<file path="src/ctok_pkg.sv">
package ctok_pkg;

    localparam int POS_WIDTH = 16;
    localparam int OUT_W     = 16;
    localparam int EXT_W     = (POS_WIDTH > OUT_W) ? POS_WIDTH : OUT_W;
    localparam int QDEPTH    = 4;
    localparam int COUNT_W   = $clog2(QDEPTH + 1);

    localparam logic [POS_WIDTH-1:0] POS_MAX = {POS_WIDTH{1'b1}};
    localparam logic [EXT_W-1:0]     OUT_MAX = EXT_W'({OUT_W{1'b1}});

    localparam logic [7:0] CH_NUL   = 8'h00;
    localparam logic [7:0] CH_TAB   = 8'h09;
    localparam logic [7:0] CH_LF    = 8'h0A;
    localparam logic [7:0] CH_CR    = 8'h0D;
    localparam logic [7:0] CH_SPACE = 8'h20;
    localparam logic [7:0] CH_PIPE  = 8'h7C;
    localparam logic [7:0] CH_AMP   = 8'h26;
    localparam logic [7:0] CH_EQ    = 8'h3D;
    localparam logic [7:0] CH_BANG  = 8'h21;
    localparam logic [7:0] CH_LT    = 8'h3C;

    typedef enum logic [4:0] {
        KIND_ID      = 5'd0,
        KIND_INT     = 5'd1,
        KIND_PIPE    = 5'd2,
        KIND_OROR    = 5'd3,
        KIND_AMP     = 5'd4,
        KIND_ANDAND  = 5'd5,
        KIND_EQ      = 5'd6,
        KIND_EQEQ    = 5'd7,
        KIND_NOT     = 5'd8,
        KIND_NE      = 5'd9,
        KIND_LT      = 5'd10,
        KIND_LE      = 5'd11,
        KIND_LPAREN  = 5'd12,
        KIND_RPAREN  = 5'd13,
        KIND_LBRACE  = 5'd14,
        KIND_RBRACE  = 5'd15,
        KIND_COLON   = 5'd16,
        KIND_SEMI    = 5'd17,
        KIND_COMMA   = 5'd18,
        KIND_HASH    = 5'd19,
        KIND_PLUS    = 5'd20,
        KIND_STAR    = 5'd21,
        KIND_MINUS   = 5'd22,
        KIND_PERCENT = 5'd23,
        KIND_SLASH   = 5'd24,
        KIND_EOF     = 5'd25,
        KIND_ERROR   = 5'd26
    } t_kind;

    typedef enum logic [3:0] {
        MODE_IDLE = 4'b0001,
        MODE_ID   = 4'b0010,
        MODE_NUM  = 4'b0100,
        MODE_OP   = 4'b1000
    } t_mode;

    typedef struct packed {
        t_kind             kind;
        logic [OUT_W-1:0]  start;
        logic [OUT_W-1:0]  len;
        logic              last;
    } t_result;

    typedef struct packed {
        logic [1:0] n;
        t_result    res_a;
        t_result    res_b;
    } t_push;

    function automatic logic is_letter(input logic [7:0] c);
        return (c inside {["a":"z"], ["A":"Z"]});
    endfunction

    function automatic logic is_digit(input logic [7:0] c);
        return (c inside {["0":"9"]});
    endfunction

    function automatic logic is_space(input logic [7:0] c);
        return (c inside {CH_CR, CH_LF, CH_SPACE, CH_TAB});
    endfunction

    function automatic logic is_op(input logic [7:0] c);
        return (c inside {CH_PIPE, CH_AMP, CH_EQ, CH_BANG, CH_LT});
    endfunction

    function automatic t_kind op_kind(input logic [7:0] c, input logic pair);
        t_kind k;
        case (c)
            CH_PIPE: k = pair ? KIND_OROR : KIND_PIPE;
            CH_AMP:  k = pair ? KIND_ANDAND : KIND_AMP;
            CH_EQ:   k = pair ? KIND_EQEQ : KIND_EQ;
            CH_BANG: k = pair ? KIND_NE : KIND_NOT;
            default: k = pair ? KIND_LE : KIND_LT;
        endcase
        return k;
    endfunction

    function automatic logic completes_pair(input logic [7:0] first, input logic [7:0] second);
        logic ok;
        case (first)
            CH_PIPE, CH_AMP, CH_EQ: ok = (second == first);
            CH_BANG, CH_LT:         ok = (second == CH_EQ);
            default:                ok = 1'b0;
        endcase
        return ok;
    endfunction

    function automatic logic is_punct(input logic [7:0] c);
        return (c inside {"(", ")", "{", "}", ":", ";", ",", "#", "+", "*", "-", "%", "/"});
    endfunction

    function automatic t_kind punct_kind(input logic [7:0] c);
        t_kind k;
        case (c)
            "(":     k = KIND_LPAREN;
            ")":     k = KIND_RPAREN;
            "{":     k = KIND_LBRACE;
            "}":     k = KIND_RBRACE;
            ":":     k = KIND_COLON;
            ";":     k = KIND_SEMI;
            ",":     k = KIND_COMMA;
            "#":     k = KIND_HASH;
            "+":     k = KIND_PLUS;
            "*":     k = KIND_STAR;
            "-":     k = KIND_MINUS;
            "%":     k = KIND_PERCENT;
            "/":     k = KIND_SLASH;
            default: k = KIND_ERROR;
        endcase
        return k;
    endfunction

    function automatic logic [OUT_W-1:0] clamp_out(input logic [POS_WIDTH-1:0] v);
        logic [EXT_W-1:0] e;
        e = EXT_W'(v);
        if (e > OUT_MAX) begin
            return {OUT_W{1'b1}};
        end
        return e[OUT_W-1:0];
    endfunction

    function automatic t_result mk_result(
        input t_kind                kind,
        input logic [POS_WIDTH-1:0] start,
        input logic [POS_WIDTH-1:0] len
    );
        t_result r;
        r.kind  = kind;
        r.start = clamp_out(start);
        r.len   = clamp_out(len);
        r.last  = 1'b0;
        return r;
    endfunction

endpackage

</file>
<file path="src/ctok_lex.sv">
module ctok_lex (
    input  logic             i_clk,
    input  logic             i_rst_n,
    input  logic             i_accept,
    input  logic [7:0]       i_ch,
    output ctok_pkg::t_push  o_push
);
    import ctok_pkg::*;

    t_mode                r_mode, n_mode;
    logic [7:0]           r_pend, n_pend;
    logic [POS_WIDTH-1:0] r_start, n_start;
    logic [POS_WIDTH-1:0] r_pos, n_pos;
    logic                 r_err, n_err;

    logic [POS_WIDTH-1:0] pos_inc;
    logic [POS_WIDTH-1:0] span;
    logic                 done;
    logic                 flush_v, own_v;
    t_result              flush_r, own_r;

    assign pos_inc = (r_pos == POS_MAX) ? r_pos : r_pos + 1'b1;
    assign span    = (r_pos >= r_start) ? r_pos - r_start : '0;

    always_comb begin
        n_mode  = r_mode;
        n_pend  = r_pend;
        n_start = r_start;
        n_pos   = r_pos;
        n_err   = r_err;
        done    = 1'b0;
        flush_v = 1'b0;
        own_v   = 1'b0;
        flush_r = '0;
        own_r   = '0;

        if (r_err) begin
            done = 1'b1;
            if (i_ch == CH_NUL) begin
                own_v   = 1'b1;
                own_r   = mk_result(KIND_EOF, r_pos, '0);
                n_mode  = MODE_IDLE;
                n_pend  = '0;
                n_start = '0;
                n_pos   = '0;
                n_err   = 1'b0;
            end else begin
                n_pos = pos_inc;
            end
        end else begin
            case (r_mode)
                MODE_ID: begin
                    if (is_letter(i_ch) || is_digit(i_ch)) begin
                        n_pos = pos_inc;
                        done  = 1'b1;
                    end else begin
                        flush_v = 1'b1;
                        flush_r = mk_result(KIND_ID, r_start, span);
                        n_mode  = MODE_IDLE;
                    end
                end
                MODE_NUM: begin
                    if (is_digit(i_ch)) begin
                        n_pos = pos_inc;
                        done  = 1'b1;
                    end else begin
                        flush_v = 1'b1;
                        flush_r = mk_result(KIND_INT, r_start, span);
                        n_mode  = MODE_IDLE;
                    end
                end
                MODE_OP: begin
                    flush_v = 1'b1;
                    n_mode  = MODE_IDLE;
                    n_pend  = '0;
                    if (completes_pair(r_pend, i_ch)) begin
                        flush_r = mk_result(op_kind(r_pend, 1'b1), r_start, POS_WIDTH'(2));
                        n_pos   = pos_inc;
                        done    = 1'b1;
                    end else begin
                        flush_r = mk_result(op_kind(r_pend, 1'b0), r_start, POS_WIDTH'(1));
                    end
                end
                default: begin
                    n_mode = MODE_IDLE;
                end
            endcase

            if (!done) begin
                if (i_ch == CH_NUL) begin
                    own_v   = 1'b1;
                    own_r   = mk_result(KIND_EOF, r_pos, '0);
                    n_mode  = MODE_IDLE;
                    n_pend  = '0;
                    n_start = '0;
                    n_pos   = '0;
                    n_err   = 1'b0;
                end else if (is_space(i_ch)) begin
                    n_pos = pos_inc;
                end else if (is_letter(i_ch)) begin
                    n_mode  = MODE_ID;
                    n_start = r_pos;
                    n_pos   = pos_inc;
                end else if (is_digit(i_ch)) begin
                    n_mode  = MODE_NUM;
                    n_start = r_pos;
                    n_pos   = pos_inc;
                end else if (is_op(i_ch)) begin
                    n_mode  = MODE_OP;
                    n_pend  = i_ch;
                    n_start = r_pos;
                    n_pos   = pos_inc;
                end else begin
                    own_v = 1'b1;
                    if (is_punct(i_ch)) begin
                        own_r = mk_result(punct_kind(i_ch), r_pos, POS_WIDTH'(1));
                    end else begin
                        own_r = mk_result(KIND_ERROR, r_pos, POS_WIDTH'(1));
                        n_err = 1'b1;
                    end
                    n_pos = pos_inc;
                end
            end
        end
    end

    always_comb begin
        o_push = '0;
        if (i_accept) begin
            if (flush_v && own_v) begin
                o_push.n     = 2'd2;
                o_push.res_a = flush_r;
                o_push.res_b = own_r;
                o_push.res_b.last = 1'b1;
            end else if (flush_v || own_v) begin
                o_push.n     = 2'd1;
                o_push.res_a = flush_v ? flush_r : own_r;
                o_push.res_a.last = 1'b1;
            end
        end
    end

    always_ff @(posedge i_clk) begin
        if (!i_rst_n) begin
            r_mode  <= MODE_IDLE;
            r_pend  <= '0;
            r_start <= '0;
            r_pos   <= '0;
            r_err   <= 1'b0;
        end else if (i_accept) begin
            r_mode  <= n_mode;
            r_pend  <= n_pend;
            r_start <= n_start;
            r_pos   <= n_pos;
            r_err   <= n_err;
        end
    end

    a_err_idle: assert property (@(posedge i_clk) disable iff (!i_rst_n)
        r_err |-> (r_mode == MODE_IDLE))
        else $error("error hold with a token in progress");

    a_pend_op: assert property (@(posedge i_clk) disable iff (!i_rst_n)
        (r_mode == MODE_OP) == (r_pend != '0))
        else $error("held operator byte out of step with scan mode");

    a_start_le_pos: assert property (@(posedge i_clk) disable iff (!i_rst_n)
        r_start <= r_pos)
        else $error("token start beyond current position");

endmodule

</file>
<file path="src/ctok_rq.sv">
module ctok_rq (
    input  logic              i_clk,
    input  logic              i_rst_n,
    input  ctok_pkg::t_push   i_push,
    input  logic              i_pop,
    output logic              o_valid,
    output logic              o_ready,
    output ctok_pkg::t_result o_head
);
    import ctok_pkg::*;

    t_result              r_q [QDEPTH];
    t_result              n_q [QDEPTH];
    t_result              shifted [QDEPTH];
    logic [COUNT_W-1:0]   r_count, n_count;
    logic [COUNT_W-1:0]   cnt_after;

    assign o_valid   = (r_count != '0);
    assign o_ready   = (r_count <= COUNT_W'(QDEPTH - 2));
    assign o_head    = r_q[0];
    assign cnt_after = r_count - COUNT_W'(i_pop);
    assign n_count   = cnt_after + COUNT_W'(i_push.n);

    always_comb begin
        for (int i = 0; i < QDEPTH - 1; i++) begin
            shifted[i] = i_pop ? r_q[i+1] : r_q[i];
        end
        shifted[QDEPTH-1] = r_q[QDEPTH-1];
        for (int i = 0; i < QDEPTH; i++) begin
            if (COUNT_W'(i) < cnt_after) begin
                n_q[i] = shifted[i];
            end else if (COUNT_W'(i) == cnt_after && i_push.n != 2'd0) begin
                n_q[i] = i_push.res_a;
            end else if (COUNT_W'(i) == cnt_after + 1'b1 && i_push.n == 2'd2) begin
                n_q[i] = i_push.res_b;
            end else begin
                n_q[i] = r_q[i];
            end
        end
    end

    always_ff @(posedge i_clk) begin
        for (int i = 0; i < QDEPTH; i++) begin
            r_q[i] <= n_q[i];
        end
    end

    always_ff @(posedge i_clk) begin
        if (!i_rst_n) begin
            r_count <= '0;
        end else begin
            r_count <= n_count;
        end
    end

    a_count_max: assert property (@(posedge i_clk) disable iff (!i_rst_n)
        r_count <= COUNT_W'(QDEPTH))
        else $error("result queue overfilled");

    a_push_room: assert property (@(posedge i_clk) disable iff (!i_rst_n)
        (i_push.n != 2'd0) |-> o_ready)
        else $error("results pushed without room");

endmodule

</file>
<file path="src/c_like_tokenizer.sv">
// Channel  Handshake            Payload
// in       i_valid / o_ready    i_ch
// out      o_valid / i_ready    o_token_kind, o_start_pos, o_token_len, o_last
//
// A byte is classified and the scan state updated in the cycle it is accepted.
// Its zero, one or two tokens enter a four-entry result queue and show at the
// output from the next cycle on, one token per cycle while i_ready is high.
// One byte per cycle is taken while the queue holds at most two tokens.
// Reset is synchronous and clears the scan state and the queue.
// A stalled output only stops input once the queue has three or more tokens.
module c_like_tokenizer (
    input  logic        i_clk,
    input  logic        i_rst_n,
    input  logic        i_valid,
    output logic        o_ready,
    input  logic [7:0]  i_ch,
    output logic        o_valid,
    input  logic        i_ready,
    output logic [4:0]  o_token_kind,
    output logic [15:0] o_start_pos,
    output logic [15:0] o_token_len,
    output logic        o_last
);
    import ctok_pkg::*;

    logic    accept;
    t_push   push;
    t_result head;

    assign accept = i_valid && o_ready;

    ctok_lex u_lex (
        .i_clk    (i_clk),
        .i_rst_n  (i_rst_n),
        .i_accept (accept),
        .i_ch     (i_ch),
        .o_push   (push)
    );

    ctok_rq u_rq (
        .i_clk   (i_clk),
        .i_rst_n (i_rst_n),
        .i_push  (push),
        .i_pop   (o_valid && i_ready),
        .o_valid (o_valid),
        .o_ready (o_ready),
        .o_head  (head)
    );

    assign o_token_kind = head.kind;
    assign o_start_pos  = head.start;
    assign o_token_len  = head.len;
    assign o_last       = head.last;

endmodule
</file>
<file path="config.mk">
export PLATFORM = sky130hd
export DESIGN_NAME = c_like_tokenizer
export DESIGN_NICKNAME = d
export VERILOG_FILES = /design/src/ctok_pkg.sv /design/src/ctok_lex.sv /design/src/ctok_rq.sv /design/src/c_like_tokenizer.sv
export SDC_FILE = /design/constraint.sdc
export NUM_CORES = 1
export LEC_CHECK = 0
export ABC_CLOCK_PERIOD_IN_PS = 10150
export BUFFER_PORTS_ARGS = -buffer_cell sky130_fd_sc_hd__buf_4
export CAP_MARGIN = 20
export CORE_ASPECT_RATIO = 1.25
export CORE_UTILIZATION = 45
export CTS_CLUSTER_DIAMETER = 30
export CTS_CLUSTER_SIZE = 14
export DETAILED_ROUTE_END_ITERATION = 10
export GPL_TIMING_DRIVEN = 0
export PLACE_DENSITY = 0.65
export SLEW_MARGIN = 30
export SYNTH_ARGS = -nofsm -noshare
export SYNTH_HDL_FRONTEND = slang
export SYNTH_SLANG_ARGS = --single-unit
</file>
<file path="constraint.sdc">
create_clock -name i_clk -period 10.15 [get_ports i_clk]
set_clock_uncertainty 0.1 [all_clocks]
set_input_delay 1.015 -clock i_clk [delete_from_list [all_inputs] [get_ports i_clk]]
set_output_delay 1.015 -clock i_clk [all_outputs]
set_load 0.05 [all_outputs]
</file>
# --- Word-level counts from Yosys, hierarchy flattened ---
# Memories as Yosys holds them, arrays and structs flattened.
# Index checks and enable logic that the tools add are counted.
classes:
  n_addsub: 5
  multipliers: 0
  div: 0
  magnitude_cmp: 15
  n_eq_ne: 46
  n_shift: 0
  n_mux: 157
  n_bitwise: 0
  reduce_logical: 31
ops:
  columns: ["operator", "n"]
  rows:
  - ["2-to-1 mux 38 bit", 28]
  - ["2-to-1 mux 16 bit", 29]
  - ["== test 8 x 6 -> 1 bit, second input constant", 20]
  - ["one-hot mux 38 bit (3 select lines)", 1]
  - ["2-to-1 mux 78 bit", 1]
  - ["2-to-1 mux 8 bit", 9]
  - ["2-to-1 mux 1 bit", 67]
  - ["one-hot mux 5 bit (13 select lines)", 1]
  - ["greater-than comparator 16 bit, second input constant", 3]
  - ["one-hot mux 16 bit (3 select lines)", 1]
  - ["2-to-1 mux 4 bit", 10]
  - ["2-to-1 mux 40 bit", 1]
  - ["2-to-1 mux 39 bit", 1]
  - ["2-to-1 mux 34 bit", 1]
  - ["2-to-1 mux 33 bit", 1]
  - ["== test 8 x 7 -> 1 bit, second input constant", 4]
  - ["one-hot mux 4 bit (4 select lines)", 2]
  - ["== test 8 x 4 -> 1 bit, second input constant", 3]
  - ["adder 16 x 1 -> 16 bit, second input constant", 1]
  - ["== test 16 bit, second input constant", 1]
  - [">= comparator 16 bit", 1]
  - [">= comparator 8 x 7 -> 1 bit, second input constant", 2]
  - ["less-or-equal comparator 8 x 7 -> 1 bit, second input constant", 2]
  - ["subtractor 16 bit", 1]
  - ["other kinds (36)", 63]
totals:
  reg_bits: 48
  latch_bits: 0
  mem_bits_rw: 152
  romBits: 0
  word_cells: 261
  memories: 1
mem_list:
  columns: ["memory", "words", "word_bits", "rd", "rd_ports_with_merged_regs", "wr", "line_no", "source"]
  rows:
  - ["u_rq.r_q", 4, 38, 4, 0, 4, "ctok_rq.sv:12", "t_result r_q [QDEPTH];"]

# --- Depth between registers and ports, before layout ---
# Gate-level depths: netlist of the first run.
logic_depth:
  depth_word: 28
  mapped_depth: 17
  ltp_nobuf: 13

# --- Modules after synthesis ---
# A second synthesis of the first run with hierarchy kept.
unflattened:
  hier_cells: 1341
  hier_area_um2: 12670.9
by_module_without_submodules:
  columns: ["module", "instances", "cells_each", "area_each_um2", "seq_area_each_um2"]
  rows:
  - ["ctok_rq", 1, 695, 8164.1, 4624.4]
  - ["ctok_lex", 1, 644, 4494.3, 900.9]
  - ["c_like_tokenizer", 1, 2, 12.5, 0.0]

# --- Worst setup path before layout of the first run ---
# OpenSTA, ideal clock, no wires.
synth_path:
  path_type: "input-to-reg"
  start: "in i_ch[1]"
  end: "mem u_rq.r_q[2][0] (netlist bit) (enable)"
  setup_ps: 539
  t_arrival_ps: 7833
  slack_ps: 1679
  cell_stages: 13
  n_path_buf: 4
  path_cell_list: "or4_1 > o22ai_1 > nor4b_1 > nor3_4 > clkbuf_1 > clkbuf_1 > ha_1 > buf_2 > inv_1 > nor2_1 > inv_1 > clkbuf_1 > o41ai_1"
synth_lines:
  columns: ["item", "line_no", "source"]
  rows:
  - ["from (decl)", "c_like_tokenizer.sv:16", "input logic [7:0] i_ch,"]
  - ["to (decl)", "ctok_rq.sv:12", null]

==> run_results.csv, run 1 <==
group,metric,value,unit
status,status,"finished clean",
critical_path,cpPeakStageDelay,0.58,ns
synth,ys_types,83,
cts,postCtsSetupBuffers,0,
pwr,ir_drop,130,uV
die,core-area,0.0238,sq mm
job,cap_violations,0,
critical_path,startpoint_type,"primary input",
finish,layout_commonest_cell,"edfxtp_1",
drt,viasPerCell,6.09,
cts,cts.sinks,200,
synth,synth_flop_cell,"edfxtp_1",
synth,synthesis.area,0.0109,sq mm
grt,grt_pass1_wl,49.2,mm
critical_path,path_max_fanout,10,
placement,place_ws,3.16,ns
synth,synthCells,1089,
cts,clk_path_buf_depth,2,
drt,firstDrtPassIters,5,
synth,synth_mux_area_frac,0.0194,
cts,clk_pin_slew,0.08,ns
hold_path,min_path_type,"flop to flop",
cts,cts_resized,0,
finish,finalNetCount,1208,
synth,synthArstFlopShare,0,
finish,syn_to_final_growth,14.6,%
sta,max_freq,0.152,GHz
grt,grt_max_degree,23,
critical_path,crit_family,"buffers and inverters",
grt,overflow,0,
sta,worst_slack,3.56,ns
cts,htreeDepth,4,
cts,cts_inserted_buffers,17,
cts,holdBufCountCts,0,
critical_path,crit_type,"primary input to flop",
drt,wl_per_cell,21.0,microns
sta,hold_viol_final,0,
pwr,cellPowerDensity,297,mW/mm^2
drt,post-route-drc-count,0,
cts,cts_tree,"done",
placement,hpwlAfterDp,24.3,mm
synth,seq_area_frac_synth,0.505,
cts,cts-root-buf,"clkbuf_16",
sta,finalMaxSlewViolations,0,
placement,gp_congestion,0.893,
synth,synth_top_family_by_area,"compound AO/OA/AOI/OAI gates",
critical_path,end_kind,"flop",
synth,synth_seq_cells,200,
grt,track_usage,0.261,
drt,via_count,9190,
sta,final-setup-viol-count,0,
synth,synth-edff-count,152,
die,fp.dieH,176,microns
critical_path,cp_cell_sequence,"buf_4 -> clkbuf_1 -> o21ai_0 -> nand2_1 -> o22ai_1 -> nor3_4 -> clkbuf_1 -> clkbuf_1 -> ha_1 -> buf_2 -> inv_1 -> nor2_1 -> inv_1 -> clkbuf_1 -> o41ai_2 -> buf_2 -> buf_2 -> buf_2 -> buf_2 -> buf_2",
synth,yosys.area_share.simple,0.176,
grt,antenna_found_initial,0,
critical_path,arrival,6.64,ns
sta,timing.final.crit_share,0.649,
sta,tightest_slew,0.948,ns
drt,drtIter0Drc,857,
die,rows,63,
finish,layout-drive-gt1-share,0.117,
placement,portBuffers,50,
synth,synth_compound_area_frac,0.199,
critical_path,critPathRequiredTime,10.20,ns
die,start_util,0.460,
sta,holdWs,0.393,ns
synth,syn_nets,1125,
die,io_pins,52,
critical_path,crit_slowest_cell,"nor2_1",
sta,slew_headroom,0.359,
synth,avgSynthCellArea,10.0,sq um
synth,ys.warnings.count,0,
drt,routed_wl,31.7,mm
cts,insertion_delay,0.45,ns
synth,synthAdderAreaFrac,0.0288,
die,die-area,0.0250,sq mm
die,die-width,141,microns
sta,rsz0062_at_grt,"no",
grt,grt_pass1_vias,8600,
synth,synthXorXnorAreaFrac,0.0280,
pwr,p_leak,4.42,nW
critical_path,critPathBufInv,13,
finish,mostFrequentLayoutCells,"152 x edfxtp_1, 134 x nand2_1, 84 x nor2_1",
finish,diodes,0,
sta,period_needed,6.59,ns
drt,ant_nets,0,
critical_path,crit_top_cell,"buf_2",
==> cells in the mapped netlist (14+ instances only) <==
| cell type | n | area (sq um) |
|---|---|---|
| a21o_1 | 15 | 113 |
| a21oi_1 | 37 | 185 |
| a221o_1 | 14 | 140 |
| a221oi_1 | 14 | 123 |
| a22o_1 | 26 | 228 |
| a22oi_1 | 24 | 180 |
| and3_1 | 15 | 93.8 |
| clkbuf_1 | 57 | 214 |
| dfxtp_1 | 48 | 961 |
| edfxtp_1 | 152 | 4560 |
| ha_1 | 22 | 275 |
| inv_1 | 45 | 169 |
| mux2i_1 | 19 | 190 |
| nand2_1 | 134 | 503 |
| nand3_1 | 19 | 95.1 |
| nor2_1 | 85 | 319 |
| nor3_1 | 36 | 180 |
| o21ai_0 | 78 | 390 |
| xnor2_1 | 21 | 184 |
| xor2_1 | 14 | 123 |
==> where the power goes <==
part	total [mW]	switching, mW	internal (mW)
logic	1.70	1.21	0.498
clock network	0.695	0.325	0.370
registers	1.33	0.0678	1.27
==> worst paths after layout <==
path,slack [ns],startpoint,cells past startpoint,to
worst max-delay path,3.56,i_ch[3],20,u_rq.r_q[2][27]
worst min-delay path,0.39,u_lex.r_start[15],2,u_lex.r_start[15]
worst max register to register,3.92,u_lex.r_mode[0],18,u_rq.r_q[2][27]
worst min register to register,0.39,u_lex.r_start[15],2,u_lex.r_start[15]
==> registers in the layout (all words and copies together) (netlist names) <==
signal	flops
u_lex.r_pend	8
u_rq.r_q	152
u_rq.r_count	3
u_lex.r_start	16
u_lex.r_err	1
u_lex.r_mode	4
u_lex.r_pos	16
==> layout make-up <==
cell class	count	area, sq um
Timing Repair Buffer	64	532
Tap cell	325	407
Fill cell	2181	11300
Clock inverter	15	168
Multi-Input combinational cell	772	5010
Inverter	47	181
Sequential cell	200	5530
Clock buffer	17	425
Buffer	70	297
==> cell families after synthesis <==
group                      after synthesis
adders and majority gates               24
buffers and inverters                  117
muxes                                   21
AOI/OAI and AO/OA                      304
DFF                                    200
xor gates and xnor gates                35
and+or+nand+nor                        388
==> tightest hold or removal path, cell delays in order (launching register included) <==
cell     delay [ns]
dfxtp_1        0.33
nand2_1        0.06
mux2i_1        0.06
==> metal layers <==
metal,vias to the layer above,wire length (microns),part of all wire,track usage
met4,0,868,0.027,0.0977
li1,4295,-,-,-
met5,-,0,0,0
met1,4439,13000,0.41,0.335
met3,57,2100,0.066,0.0339
met2,399,15700,0.50,0.447
==> stage by stage <==
stage,power [mW],utilization,instance area (sq um),cells,TNS (ns)
global placement,2.98,0.493,11700,1464,-69.37
detailed placement,3.04,0.501,11900,1478,0
floorplan,2.46,-,10900,1089,0
CTS,3.73,0.526,12500,1510,0
finish,3.73,0.527,12500,1510,0
global route,3.91,0.527,12500,1510,0
(Power assumes the default switching activity.)
==> inputs of run 2 (changes only) <==
ABC_AREA = 1   (was default)
ABC_CLOCK_PERIOD_IN_PS = 6400   (was 10150)
clock period = 6.4 ns   (was 10.15 ns; I/O delays follow)
==> run 2 against run 1 <==
  * Count of clock-buffer cells in the layout grew 1
  * Routed wire length grew 8.0%
  * Flip-flop and latch count is the same
  * Sequential share of layout area shrank 3.4 points
  * Cell area grew 8.3%
  * Combinational power grew 65%
  * Synthesized cell count grew 41%
  * Hold slack lost 0.056 ns
  * Critical endpoint is now u_rq.r_q[2][3]
==> run_results.csv, run 2 <==
group,metric,value,unit
job,cap_violations,0,
critical_path,cp_cell_sequence,"buf_4 -> inv_1 -> nand2_2 -> nor2_2 -> nand2_1 -> inv_1 -> nor2_1 -> nand3_2 -> nand2_1 -> nand2_2 -> inv_1 -> ha_1 -> inv_1 -> nor2_1 -> nor2_2 -> inv_1 -> nand2_1 -> inv_1 -> nor2_1 -> inv_1 -> o22ai_1 -> inv_2 -> buf_16",
synth,ys.warnings.count,0,
cts,insertion_delay,0.46,ns
sta,finalMaxSlewViolations,0,
die,start_util,0.461,
synth,ys_types,51,
critical_path,path_max_fanout,22,
drt,via_count,10700,
critical_path,crit_top_cell,"inv_1",
drt,route.met3.wl,1.74,mm
synth,yosys.area.top_type_share,0.379,
drt,top_layer,"met4",
grt,overflow,0,
cts,clk_path_buf_depth,2,
drt,viasPerCell,5.45,
die,io_pins,52,
drt,ant_nets,0,
finish,layout-drive-gt1-share,0.132,
die,rows,66,
critical_path,critPathBufInv,10,
critical_path,crit_family,"simple AND/OR/NAND/NOR gates",
cts,cts_inserted_buffers,17,
drt,routed_wl,34.2,mm
finish,layout_commonest_cell,"nand2_1",
die,core-area,0.0262,sq mm
cts,cts_resized,0,
drt,wl_met1,14.6,mm
synth,ys_top_cells_by_area,"edfxtp_1 38%, nand2_1 14%, dfxtp_1 8.0%",
synth,synth-edff-count,152,
finish,top_regs,"u_rq.r_q x152, u_lex.r_pos x16, u_lex.r_start x16",
critical_path,crit_slowest_cell,"nor2_1",
pwr,power_frac_seq,0.360,
pwr,cellPowerDensity,451,mW/mm^2
cts,holdBufCountCts,0,
finish,layout.cells.non_filler,1958,
sta,slew_headroom,0.522,
drt,drtIter0Drc,883,
critical_path,critPathRequiredTime,6.46,ns
synth,syn_nets,1568,
sta,rsz0062_at_grt,"no",
synth,yosysMostFrequentCell,"nand2_1",
drt,wl_per_cell,17.5,microns
cts,cts_tree,"done",
placement,place_ws,1.45,ns
sta,final-setup-viol-count,0,
cts,cts-root-buf,"clkbuf_16",
die,die-area,0.0275,sq mm
sta,setup-tns-final,0,ns
die,fp.dieH,185,microns
grt,track_usage,0.259,
pwr,ir_drop,222,uV
synth,synth_flop_cell,"edfxtp_1",
pwr,p_switching,2.68,mW
finish,mostFrequentLayoutCells,"446 x nand2_1, 152 x edfxtp_1, 142 x inv_1",
placement,gp_congestion,0.954,
finish,syn_to_final_growth,12.7,%
cts,postCtsSetupBuffers,0,
cts,clk_pin_slew,0.08,ns
synth,synth_common_cells,"446 x nand2_1, 152 x edfxtp_1, 143 x inv_1, 131 x nand3_1, 98 x nor2_1",
cts,cts.sinks,200,
synth,synthCells,1532,
status,status,"finished clean",
grt,grt_max_degree,23,
pwr,combPwrFrac,0.458,
finish,top_register,"u_rq.r_q",
finish,largest_reg_flops,152,
pwr,design_power_total,6.13,mW
placement,portBuffers,48,
synth,avgSynthCellArea,7.87,sq um
synth,seq_area_frac_synth,0.458,
hold_path,min_path_type,"primary input to flop",
pwr,p_leak,5.64,nW
synth,synth_seq_cells,200,
placement,hpwlAfterDp,27.0,mm
sta,timing.final.crit_share,0.711,
critical_path,end_kind,"flop",
pwr,power_frac_clock,0.182,
critical_path,arrival,4.61,ns
sta,tightest_slew,0.717,ns
cts,htreeDepth,4,
sta,worst_slack,1.85,ns
grt,grt_pass1_vias,10000,
critical_path,startpoint_type,"primary input",
grt,antenna_found_initial,0,
pwr,switching_share,0.437,
grt,grt_pass1_wl,54.3,mm
critical_path,crit_type,"primary input to flop",
placement,placed_cells,1926,
sta,max_freq,0.220,GHz
sta,hold_viol_final,0,
synth,synthArstFlopShare,0,
drt,firstDrtPassIters,5,
die,die-width,148,microns
sta,period_needed,4.55,ns
critical_path,cpPeakStageDelay,0.40,ns
pwr,power.internal,3.45,mW
drt,post-route-drc-count,0,
drt,met2_length,16.9,mm
finish,finalNetCount,1641,
finish,diodes,0,
placement,placed_area,0.0130,sq mm
synth,yosysTopAreaCell,"edfxtp_1",
synth,synthesis.area,0.0121,sq mm
finish,final_cell_area,0.0136,sq mm
run 2: cell types whose count changed in the layout (fill, tap and decap cells not counted), moves of 23 or more:
cell      before  now
a21oi_1       37   83
inv_1         45  142
o21ai_1        4   47
nand3_1       19  131
nand2_1      134  446
clkbuf_1      57   34
a22o_1        26    0
nand4_1       13   61
run 2: path summary, 6_finish.rpt:
path               startpoint               end  slack [ns]  cells after the start
max                   i_ch[6]    u_rq.r_q[2][3]        1.85                     23
min                   i_rst_n   u_lex.r_mode[0]        0.34                      2
max reg2reg   u_lex.r_mode[3]    u_rq.r_q[2][3]        2.01                     21
min reg2reg  u_lex.r_start[7]  u_lex.r_start[7]        0.36                      2
run 2: final cells by class:
type,count,area [sq um]
clock buffers,18,429
well taps,340,425
fillers,2528,12600
multi-input cells,1112,5670
inverters,154,583
repair buffers,54,477
clock inverters,14,164
flip-flops and latches,200,5530
plain buffers,66,318
run 2: metal layers:
metal  track usage  vias to the layer above
met5             0                        -
li1              -                     5339
met2         0.450                      371
met4        0.0981                        0
met1         0.330                     4908
met3        0.0300                       60
run 2: power by group through the flow:
stage	Sequential [mW]	Combinational, mW	Clock (mW)
5_1_grt	2.25	3.07	1.17
2_1_floorplan	2.70	1.45	0
4_1_cts	2.21	2.81	1.13
3_3_place_gp	2.28	2.62	0
3_5_place_dp	2.24	2.79	0
6_report	2.21	2.81	1.11
run 2: metrics by stage:
stage / utilization / hold slack, ns
detailed placement: 0.496 / 0.355
floorplan: - / 0.344
global route: 0.519 / 0.331
finish: 0.519 / 0.336
CTS: 0.519 / 0.333
global placement: 0.491 / 0.352
run 2: cells by family after synthesis:
group                    after synthesis  share of synthesized area
flip-flops                           200                      0.458
AO/OA/AOI/OAI                        258                      0.125
AND/OR/NAND/NOR                      817                      0.307
adder cells (fa/ha/maj)               24                     0.0261
XOR/XNOR                              13                    0.00944
buffers and inverters                220                     0.0747
